## src/hdl/ffba_pkg.sv

```systemverilog
// Shared constants, codes and types of the first-fit block allocator.
// No dependencies; imported by ffba_alu and the top level of the allocator.
`default_nettype none

package ffba_pkg;

  // Default sizing of the arena and the block table
  localparam int ARENA_BYTES_DEF     = 2048;
  localparam int HEADER_BYTES_DEF    = 32;
  localparam int MIN_SPLIT_BYTES_DEF = 16;
  localparam int MAX_BLOCKS_DEF      = 64;

  // Fixed field widths of the stream words
  localparam int SIZE_W   = 11;
  localparam int STATUS_W = 2;
  localparam int IN_W     = 24;
  localparam int OUT_W    = 16;

  // Request kinds
  localparam logic KIND_ALLOC = 1'b0;
  localparam logic KIND_FREE  = 1'b1;

  // Result status codes
  localparam logic [STATUS_W-1:0] ST_GRANT  = 2'd0;
  localparam logic [STATUS_W-1:0] ST_NOFIT  = 2'd1;
  localparam logic [STATUS_W-1:0] ST_FREED  = 2'd2;
  localparam logic [STATUS_W-1:0] ST_BADOFF = 2'd3;

  typedef enum logic [2:0] {
    S_INIT,
    S_IDLE,
    S_SRCH_RD,
    S_SRCH_CMP,
    S_SH_RD,
    S_SH_WR,
    S_WR_REM,
    S_RESP
  } ffba_state_t;

  // Verdict of the compare unit on one table entry
  typedef struct packed {
    logic hit;    // entry answers the request
    logic split;  // entry is large enough to be cut
  } ffba_verdict_t;

endpackage

`default_nettype wire

```

## src/hdl/ffba_ram.sv

```systemverilog
// Generic single-write, single-read RAM with registered read data.
// No dependencies; holds the allocator's block table.
`default_nettype none

module ffba_ram #(
  parameter int WIDTH = 8,
  parameter int DEPTH = 64
) (
  input  wire logic                     clk,
  input  wire logic                     we,
  input  wire logic [$clog2(DEPTH)-1:0] waddr,
  input  wire logic [WIDTH-1:0]         wdata,
  input  wire logic [$clog2(DEPTH)-1:0] raddr,
  output      logic [WIDTH-1:0]         rdata
);

  logic [WIDTH-1:0] mem [DEPTH];

  always_ff @(posedge clk) begin
    if (we) begin
      mem[waddr] <= wdata;
    end
    rdata <= mem[raddr];
  end

endmodule

`default_nettype wire

```

## src/hdl/ffba_alu.sv

```systemverilog
// Shared compare and add unit: judges one block table entry against the request.
// Depends on ffba_pkg for the request kinds and the verdict struct.
`default_nettype none

module ffba_alu #(
  parameter int AW = 11,
  parameter int CW = 13,
  parameter int HEADER_BYTES = 32
) (
  input  wire logic                   kind,
  input  wire logic [AW-1:0]          hdr,
  input  wire logic [AW-1:0]          size,
  input  wire logic                   used,
  input  wire logic [CW-1:0]          req,
  input  wire logic [CW-1:0]          reqh,
  input  wire logic [CW-1:0]          need,
  input  wire logic [CW-1:0]          tgt,
  input  wire logic                   tgt_ok,
  output      ffba_pkg::ffba_verdict_t verdict,
  output      logic [CW-1:0]          grant,
  output      logic [AW-1:0]          rem_hdr,
  output      logic [AW-1:0]          rem_size
);
  import ffba_pkg::*;

  logic [CW-1:0] hdr_w;
  logic [CW-1:0] size_w;

  assign hdr_w  = CW'(hdr);
  assign size_w = CW'(size);

  always_comb begin
    verdict = '0;
    if (kind == KIND_FREE) begin
      verdict.hit = tgt_ok && (hdr_w == tgt);
    end else begin
      verdict.hit   = !used && (size_w >= req);
      verdict.split = size_w >= need;
    end
  end

  assign grant    = hdr_w + CW'(HEADER_BYTES);
  assign rem_hdr  = AW'(hdr_w + reqh);
  assign rem_size = AW'(size_w - reqh);

endmodule

`default_nettype wire

```

## src/hdl/first_fit_block_allocator_unit.sv

```systemverilog
// Top level of the first-fit block allocator: sequencer, block table and result register.
// Depends on ffba_pkg, ffba_ram and ffba_alu.
//
//  channel | dir | handshake          | word
//  --------+-----+--------------------+-----------------------------------------
//  s_*     | in  | s_tvalid/s_tready  | tuser: kind; tdata: req_size, release_offset
//  m_*     | out | m_tvalid/m_tready  | tdata: status, grant_offset
//
// Sequence: the idle state accepts the word, then the request walks the block table
// one entry at a time (RAM read, then compare) up to the first hit or the last entry.
// A split shifts each block above the hit up one slot (read, then write), then
// writes the remainder; the response state loads the result register once it is free.
// Reset: rst clears control state, then the init state writes the whole-arena free
// block into entry 0 before s_tready rises.
// Stalls: s_tready is high only while idle; a held result in the output
// register does not block acceptance, but the next result waits for it.
`default_nettype none

module first_fit_block_allocator_unit #(
  parameter int ARENA_BYTES     = ffba_pkg::ARENA_BYTES_DEF,
  parameter int HEADER_BYTES    = ffba_pkg::HEADER_BYTES_DEF,
  parameter int MIN_SPLIT_BYTES = ffba_pkg::MIN_SPLIT_BYTES_DEF,
  parameter int MAX_BLOCKS      = ffba_pkg::MAX_BLOCKS_DEF
) (
  input  wire logic                         clk,
  input  wire logic                         rst,
  input  wire logic                         s_tvalid,
  output      logic                         s_tready,
  input  wire logic [ffba_pkg::IN_W-1:0]    s_tdata,   // req_size[10:0], release_offset[21:11]
  input  wire logic                         s_tuser,   // kind
  output      logic                         m_tvalid,
  input  wire logic                         m_tready,
  output      logic [ffba_pkg::OUT_W-1:0]   m_tdata    // status[1:0], grant_offset[12:2]
);
  import ffba_pkg::*;

  localparam int AW = $clog2(ARENA_BYTES);
  localparam int IW = $clog2(MAX_BLOCKS);
  localparam int NW = $clog2(MAX_BLOCKS + 1);
  localparam int CW = ((AW > 12) ? AW : 12) + 1;
  localparam int EW = 2 * AW + 1;

  ffba_state_t state, state_next;

  // Control and request registers
  logic [NW-1:0]       count;
  logic [NW-1:0]       idx;      // search position, then index of the hit
  logic [NW-1:0]       jdx;      // destination slot of the shift sweep
  logic                kind_r;
  logic [CW-1:0]       req_r;
  logic [CW-1:0]       reqh_r;   // request plus one header
  logic [CW-1:0]       need_r;   // smallest block worth splitting
  logic [CW-1:0]       tgt_r;    // header offset wanted by a free
  logic                tgt_ok_r;
  logic [EW-1:0]       rem_r;
  logic [STATUS_W-1:0] status_r;
  logic [SIZE_W-1:0]   grant_r;

  // Block table port
  logic                ram_we;
  logic [IW-1:0]       ram_waddr;
  logic [EW-1:0]       ram_wdata;
  logic [IW-1:0]       ram_raddr;
  logic [EW-1:0]       ram_rdata;

  // Compare unit
  logic [AW-1:0]       ent_hdr;
  logic [AW-1:0]       ent_size;
  logic                ent_used;
  ffba_verdict_t       verdict;
  logic [CW-1:0]       alu_grant;
  logic [AW-1:0]       alu_rem_hdr;
  logic [AW-1:0]       alu_rem_size;

  logic                accept;
  logic                do_split;
  logic                last_entry;
  logic                out_free;
  logic [NW-1:0]       idx_inc;
  logic [NW-1:0]       jdx_dec;

  assign ent_hdr  = ram_rdata[EW-1 -: AW];
  assign ent_size = ram_rdata[AW:1];
  assign ent_used = ram_rdata[0];

  assign accept     = s_tvalid && s_tready;
  assign idx_inc    = idx + NW'(1);
  assign jdx_dec    = jdx - NW'(1);
  assign last_entry = idx_inc == count;
  assign do_split   = (kind_r == KIND_ALLOC) && verdict.split && (count < NW'(MAX_BLOCKS));
  assign out_free   = !m_tvalid || m_tready;

  ffba_ram #(
    .WIDTH (EW),
    .DEPTH (MAX_BLOCKS)
  ) u_table (
    .clk   (clk),
    .we    (ram_we),
    .waddr (ram_waddr),
    .wdata (ram_wdata),
    .raddr (ram_raddr),
    .rdata (ram_rdata)
  );

  ffba_alu #(
    .AW           (AW),
    .CW           (CW),
    .HEADER_BYTES (HEADER_BYTES)
  ) u_alu (
    .kind     (kind_r),
    .hdr      (ent_hdr),
    .size     (ent_size),
    .used     (ent_used),
    .req      (req_r),
    .reqh     (reqh_r),
    .need     (need_r),
    .tgt      (tgt_r),
    .tgt_ok   (tgt_ok_r),
    .verdict  (verdict),
    .grant    (alu_grant),
    .rem_hdr  (alu_rem_hdr),
    .rem_size (alu_rem_size)
  );

  // Next state
  always_comb begin
    state_next = state;
    case (state)
      S_INIT:     state_next = S_IDLE;
      S_IDLE:     if (accept) state_next = S_SRCH_RD;
      S_SRCH_RD:  state_next = S_SRCH_CMP;
      S_SRCH_CMP: begin
        if (verdict.hit) begin
          if (do_split) begin
            // shift only when blocks sit above the hit
            state_next = (count > idx_inc) ? S_SH_RD : S_WR_REM;
          end else begin
            state_next = S_RESP;
          end
        end else begin
          state_next = last_entry ? S_RESP : S_SRCH_RD;
        end
      end
      S_SH_RD:    state_next = S_SH_WR;
      S_SH_WR:    state_next = (jdx_dec == idx_inc) ? S_WR_REM : S_SH_RD;
      S_WR_REM:   state_next = S_RESP;
      S_RESP:     if (out_free) state_next = S_IDLE;
      default:    state_next = S_INIT;
    endcase
  end

  // Table port and handshake outputs
  always_comb begin
    s_tready  = 1'b0;
    ram_we    = 1'b0;
    ram_waddr = '0;
    ram_wdata = '0;
    ram_raddr = idx[IW-1:0];
    case (state)
      S_INIT: begin
        // seed entry 0 with one free block over the whole arena
        ram_we    = 1'b1;
        ram_wdata = {AW'(0), AW'(ARENA_BYTES - HEADER_BYTES), 1'b0};
      end
      S_IDLE:     s_tready = 1'b1;
      S_SRCH_RD:  ram_raddr = idx[IW-1:0];
      S_SRCH_CMP: begin
        if (verdict.hit) begin
          ram_we    = 1'b1;
          ram_waddr = idx[IW-1:0];
          if (kind_r == KIND_FREE) begin
            ram_wdata = {ent_hdr, ent_size, 1'b0};
          end else if (do_split) begin
            ram_wdata = {ent_hdr, req_r[AW-1:0], 1'b1};
          end else begin
            ram_wdata = {ent_hdr, ent_size, 1'b1};
          end
        end
      end
      S_SH_RD:    ram_raddr = jdx_dec[IW-1:0];
      S_SH_WR: begin
        ram_we    = 1'b1;
        ram_waddr = jdx[IW-1:0];
        ram_wdata = ram_rdata;
      end
      S_WR_REM: begin
        ram_we    = 1'b1;
        ram_waddr = idx_inc[IW-1:0];
        ram_wdata = rem_r;
      end
      S_RESP:     ;
      default:    ;
    endcase
  end

  always_ff @(posedge clk) begin
    if (rst) begin
      state    <= S_INIT;
      count    <= '0;
      m_tvalid <= 1'b0;
    end else begin
      state <= state_next;
      if (state == S_INIT) begin
        count <= NW'(1);
      end
      if (state == S_WR_REM) begin
        count <= count + NW'(1);
      end
      // drop the result once taken, load a fresh one when the slot is free
      if (state == S_RESP && out_free) begin
        m_tvalid <= 1'b1;
      end else if (m_tready) begin
        m_tvalid <= 1'b0;
      end
    end
  end

  // Payload registers
  always_ff @(posedge clk) begin
    if (accept) begin
      kind_r   <= s_tuser;
      req_r    <= CW'(s_tdata[SIZE_W-1:0]);
      reqh_r   <= CW'(s_tdata[SIZE_W-1:0]) + CW'(HEADER_BYTES);
      need_r   <= CW'(s_tdata[SIZE_W-1:0]) + CW'(HEADER_BYTES + MIN_SPLIT_BYTES);
      tgt_r    <= CW'(s_tdata[2*SIZE_W-1:SIZE_W]) - CW'(HEADER_BYTES);
      tgt_ok_r <= CW'(s_tdata[2*SIZE_W-1:SIZE_W]) >= CW'(HEADER_BYTES);
      idx      <= '0;
    end
    if (state == S_SRCH_CMP) begin
      if (verdict.hit) begin
        rem_r <= {alu_rem_hdr, alu_rem_size, 1'b0};
        jdx   <= count;
        if (kind_r == KIND_FREE) begin
          status_r <= ST_FREED;
          grant_r  <= '0;
        end else begin
          status_r <= ST_GRANT;
          grant_r  <= alu_grant[SIZE_W-1:0];
        end
      end else begin
        idx <= idx_inc;
        if (last_entry) begin
          status_r <= (kind_r == KIND_FREE) ? ST_BADOFF : ST_NOFIT;
          grant_r  <= '0;
        end
      end
    end
    if (state == S_SH_WR) begin
      jdx <= jdx_dec;
    end
    if (state == S_RESP && out_free) begin
      m_tdata <= {(OUT_W - SIZE_W - STATUS_W)'(0), grant_r, status_r};
    end
  end

`ifndef SYNTHESIS
  a_count_range: assert property (@(posedge clk) disable iff (rst)
    (state != S_INIT) |-> (count >= NW'(1)) && (count <= NW'(MAX_BLOCKS)))
    else $error("block count out of range");

  a_count_grow: assert property (@(posedge clk) disable iff (rst)
    (state == S_WR_REM) |=> (count == $past(count) + NW'(1)))
    else $error("block count did not grow by one on split");

  a_shift_above_hit: assert property (@(posedge clk) disable iff (rst)
    (state == S_SH_WR) |-> (jdx > idx_inc))
    else $error("shift sweep reached the hit block");

  a_busy_after_accept: assert property (@(posedge clk) disable iff (rst)
    accept |=> !s_tready)
    else $error("accepted a word while a request is in work");

  a_result_from_resp: assert property (@(posedge clk) disable iff (rst)
    $rose(m_tvalid) |-> ($past(state) == S_RESP))
    else $error("result raised outside the response state");
`endif

endmodule

`default_nettype wire

```

## config.mk

```make
export PLATFORM = sky130hd
export DESIGN_NAME = first_fit_block_allocator_unit
export DESIGN_NICKNAME = d
export VERILOG_FILES = /design/src/hdl/ffba_pkg.sv /design/src/hdl/ffba_ram.sv /design/src/hdl/ffba_alu.sv /design/src/hdl/first_fit_block_allocator_unit.sv
export SDC_FILE = /design/constraint.sdc
export NUM_CORES = 2
export LEC_CHECK = 0
export ABC_AREA = 1
export BUFFER_PORTS_ARGS = -buffer_cell sky130_fd_sc_hd__buf_2
export CORE_ASPECT_RATIO = 0.7
export CORE_MARGIN = 1.5
export CORE_UTILIZATION = 25
export CTS_CLUSTER_DIAMETER = 200
export DETAILED_ROUTE_END_ITERATION = 10
export HOLD_SLACK_MARGIN = 0.06
export PLACE_DENSITY = 0.45
export SYNTH_ARGS = -nofsm -noshare
export SYNTH_HDL_FRONTEND = slang
export SYNTH_SLANG_ARGS = --single-unit
```

## constraint.sdc

```tcl
create_clock -name clk -period 7.7 [get_ports clk]
set_clock_uncertainty 0.05 [all_clocks]
set_input_delay 0 -clock clk [delete_from_list [all_inputs] [get_ports clk]]
set_output_delay 0 -clock clk [all_outputs]
set_load 0.005 [all_outputs]
```

==> run_results.csv <==
group,metric,value,unit
status,status,"completed",
die,coreArea,0.280,mm^2
setup_path,worst-path-max-fanout,33,
clock_network,cts-resized-gates,0,
pwr,seqPwrFrac,40.3,%
detailed_routing,drc,0,
die,dieWidth,638,um
synth,yosys-top-cells-count,"nand2_1 (1,877), edfxtp_1 (1,566), nand3_1 (1,238)",
global_route,grt_pass1_vias,43700,
synth,yosysWarningCount,0,
synth,synth-edff-count,1566,
pwr,p_int,0.0159,W
synth,syn_area_per_cell,10.4,um^2
clock_network,cts_root_buf,"clkbuf_16",
synth,synth_compound_area_share,2.01,%
setup_path,worstSetupStartpointType,"register",
setup_path,setup.worst_path.start,"reqh_r[3]$_DFFE_PP_",
synth,yosysMostFrequentCell,"nand2_1",
setup_path,cp.arrival,5190,ps
setup_path,criticalPathCategory,"register to register",
setup_path,end_kind,"register",
finish,synthToLayoutAreaGrowth,14.5,%
setup_path,r2r_setup_slack,3000,ps
global_route,grt_first_pass_wirelength,314000,um
synth,synth.area.mux_share,0,%
setup_path,endpoint,"u_table.mem[36][17]$_DFFE_PP_",
synth,synthAdderAreaFrac,0.908,%
die,die_area,0.285,mm^2
pwr,powerDensity,310,mW/mm^2
sta,final.period_utilization,61.0,%
clock_network,h-tree-depth,4,
clock_network,cts_setup_buffers,0,
setup_path,worst_ep_required_time,8200,ps
synth,syn_area,0.0705,mm^2
synth,synth-async-reset-ratio,0,%
pwr,p_clk_share,29.9,%
sta,drv_slew,0,
pwr,switching_share,36.3,%
detailed_routing,ant_nets,0,
setup_path,rr_endpoint,"u_table.mem[36][17]$_DFFE_PP_",
pwr,switchingPower,0.00909,W
detailed_routing,num_vias,47200,
synth,synth_top_family_by_area,"simple AND/OR/NAND/NOR gates",
sta,hold_viol,0,
synth,netlist_instances,6771,
finish,drive_gt1_share,7.13,%
setup_path,r2r_start,"reqh_r[3]$_DFFE_PP_",
sta,grt_setup_unrepaired,"false",
finish,final_nets,6921,
global_route,antenna_found_initial,10,
place,dp_hpwl,117000,um
detailed_routing,drt-pass1-iter-count,5,
sta,final.min_clock_period,4700,ps
synth,synth_cell_types,46,
detailed_routing,drt-initial-drc-count,4674,
synth,synth_top_area_cell,"edfxtp_1",
place,place_congestion,0.803,
detailed_routing,vias_per_cell,4.43,
synth,synth_top_area_share,66.7,%
synth,synth-seq-cells,1607,
place,io_buffers,41,
synth,post_synth_and_or_nand_nor_area_fraction,19.9,%
setup_path,worstRegToRegCells,17,
clock_network,clock_latency,820,ps
detailed_routing,routed_wl,219000,um
die,rows,162,
sta,fmax,213,MHz
detailed_routing,wl_per_cell,20.6,um
pwr,p_leak,32.8,nW
global_route,grt_usage,15.0,%
synth,synth_flop_cell,"edfxtp_1",
place,preCtsSetupSlack,3000,ps
sta,finalSetupViolCount,0,
clock_network,hold_buffers,59,
sta,setup_ws,3000,ps
synth,yosysSeqAreaShare,67.9,%
clock_network,cts_max_path_buffers,4,
synth,synth_area_leaders,"edfxtp_1 (67%), nand2_1 (10%), nand3_1 (8.8%)",
global_route,grt_max_degree,162,
die,die_y,447,um
die,io_pins,47,
min_path,hp-class,"input port to register",
clock_network,clock_sinks,1607,
sta,setup_tns,0,ps
sta,slew_headroom,9.10,%
clock_network,cts_tree,"done",
clock_network,clkTransAtPathRegs,60,ps
global_route,overflow,0,
sta,worst_pin_slew,1360,ps
synth,synth-xor-area-share,0.509,%
clock_network,numCtsBuffers,163,
die,start_util,25.2,%
pwr,vdd_drop_max,0.229,mV
pwr,pwr-share-comb,29.8,%
job,drv_cap,0,
-- per-layer routing --
metal  vias up  global-route usage, %  part of all wire, %
met4         0                   2.87                  1.7
met5         -                      0                    0
li1      22400                      -                    -
met2      1399                   21.7                   41
met1     23200                   23.2                   50
met3       247                   2.53                  7.1
-- cell type report --
| cell class | instances | area, um^2 |
|---|---|---|
| Clock inverter | 65 | 382 |
| Tap cell | 3690 | 4620 |
| Timing Repair Buffer | 236 | 2040 |
| Fill cell | 28700 | 199000 |
| Sequential cell | 1607 | 47800 |
| Clock buffer | 205 | 4370 |
| Antenna cell | 5 | 12.5 |
| Multi-Input combinational cell | 3593 | 16800 |
| Inverter | 1241 | 4680 |
-- flip-flops by register name (all words and copies together), names as in the netlist --
register       count
grant_r           11
m_tvalid           1
kind_r             1
reqh_r            11
jdx                7
rem_r             22
count              7
req_r              6
u_table.rdata     23
m_tdata           13
tgt_r             12
state              3
u_table.mem     1472
status_r           2
idx                7
tgt_ok_r           1
need_r             8
-- through the flow --
step,util (%),hold slack (ps),area [um^2],instances,total power [W]
2_1_floorplan,-,48.9,70500,6773,0.0150
3_3_place_gp,27.0,129,75400,10300,0.0177
3_5_place_dp,27.0,131,75400,10300,0.0177
4_1_cts,28.9,71.2,80700,10600,0.0252
5_1_grt,28.9,126,80700,10600,0.0263
6_report,28.9,132,80800,10600,0.0250
-- worst min path at each step --
stage | startpoint | end | slack, ps | cells after the start
4_1_cts | s_tdata[19] | tgt_r[9]$_DFFE_PP_ | 70 | 4
6_report | s_tdata[10] | reqh_r[10]$_DFFE_PP_ | 130 | 4
5_1_grt | s_tdata[8] | reqh_r[8]$_DFFE_PP_ | 130 | 4
2_1_floorplan | s_tuser | kind_r$_DFFE_PP_ | 50 | 0
3_5_place_dp | s_tdata[15] | tgt_r[4]$_DFFE_PP_ | 130 | 1
3_3_place_gp | s_tuser | kind_r$_DFFE_PP_ | 130 | 1
-- kinds of logic after synthesis --
group	Yosys count
buffers and inverters	1573
DFF	1607
and+or+nand+nor	3290
other	1
adders and majority gates	50
AOI/OAI and AO/OA	209
xor gates and xnor gates	41
-- layout by cell type, fill, tap and decap left out, types with 4 or more instances in the layout --
cell / Yosys / routed
diode_2: 0 / 5
inv_2: 6 / 4
buf_2: 222 / 41
clkbuf_1: 55 / 33
xor2_1: 30 / 30
clkinv_2: 0 / 22
ha_1: 48 / 48
o211ai_1: 102 / 102
clkbuf_8: 0 / 5
nand3_1: 1238 / 1233
nand4_1: 13 / 13
buf_12: 0 / 18
xnor2_1: 11 / 11
nor3_1: 7 / 7
a21oi_1: 42 / 42
clkbuf_16: 0 / 167
nor2_2: 1 / 68
dlygate4sd3_1: 0 / 59
inv_1: 1235 / 1234
dfxtp_1: 41 / 41
o21ai_4: 2 / 18
edfxtp_1: 1566 / 1566
buf_4: 13 / 118
o22ai_1: 10 / 10
clkinv_1: 0 / 33
nor2_1: 139 / 72
o21ai_0: 32 / 20
nand3_2: 6 / 11
nand2_1: 1877 / 1877
-- power groups by stage --
stage          sequential, W  clock (W)  combinational (W)
2_1_floorplan         0.0102          0            0.00479
3_3_place_gp          0.0103          0            0.00742
3_5_place_dp          0.0103          0            0.00743
4_1_cts               0.0101    0.00767            0.00748
5_1_grt               0.0101    0.00800            0.00821
6_report              0.0101    0.00749            0.00746
-- critical path: stages (launching register included) --
cell	delay, ps
edfxtp_1	410
inv_1	80
ha_1	390
nand2_1	100
nor2_1	150
nand2_1	70
nand3_1	70
nor2_1	50
nand2_1	160
nand2_2	220
nand2_4	160
nand2_4	120
inv_1	80
buf_4	380
nor2_2	190
buf_4	250
o21ai_4	940
buf_4	520
No activity file was read; power rests on OpenSTA's default activity.
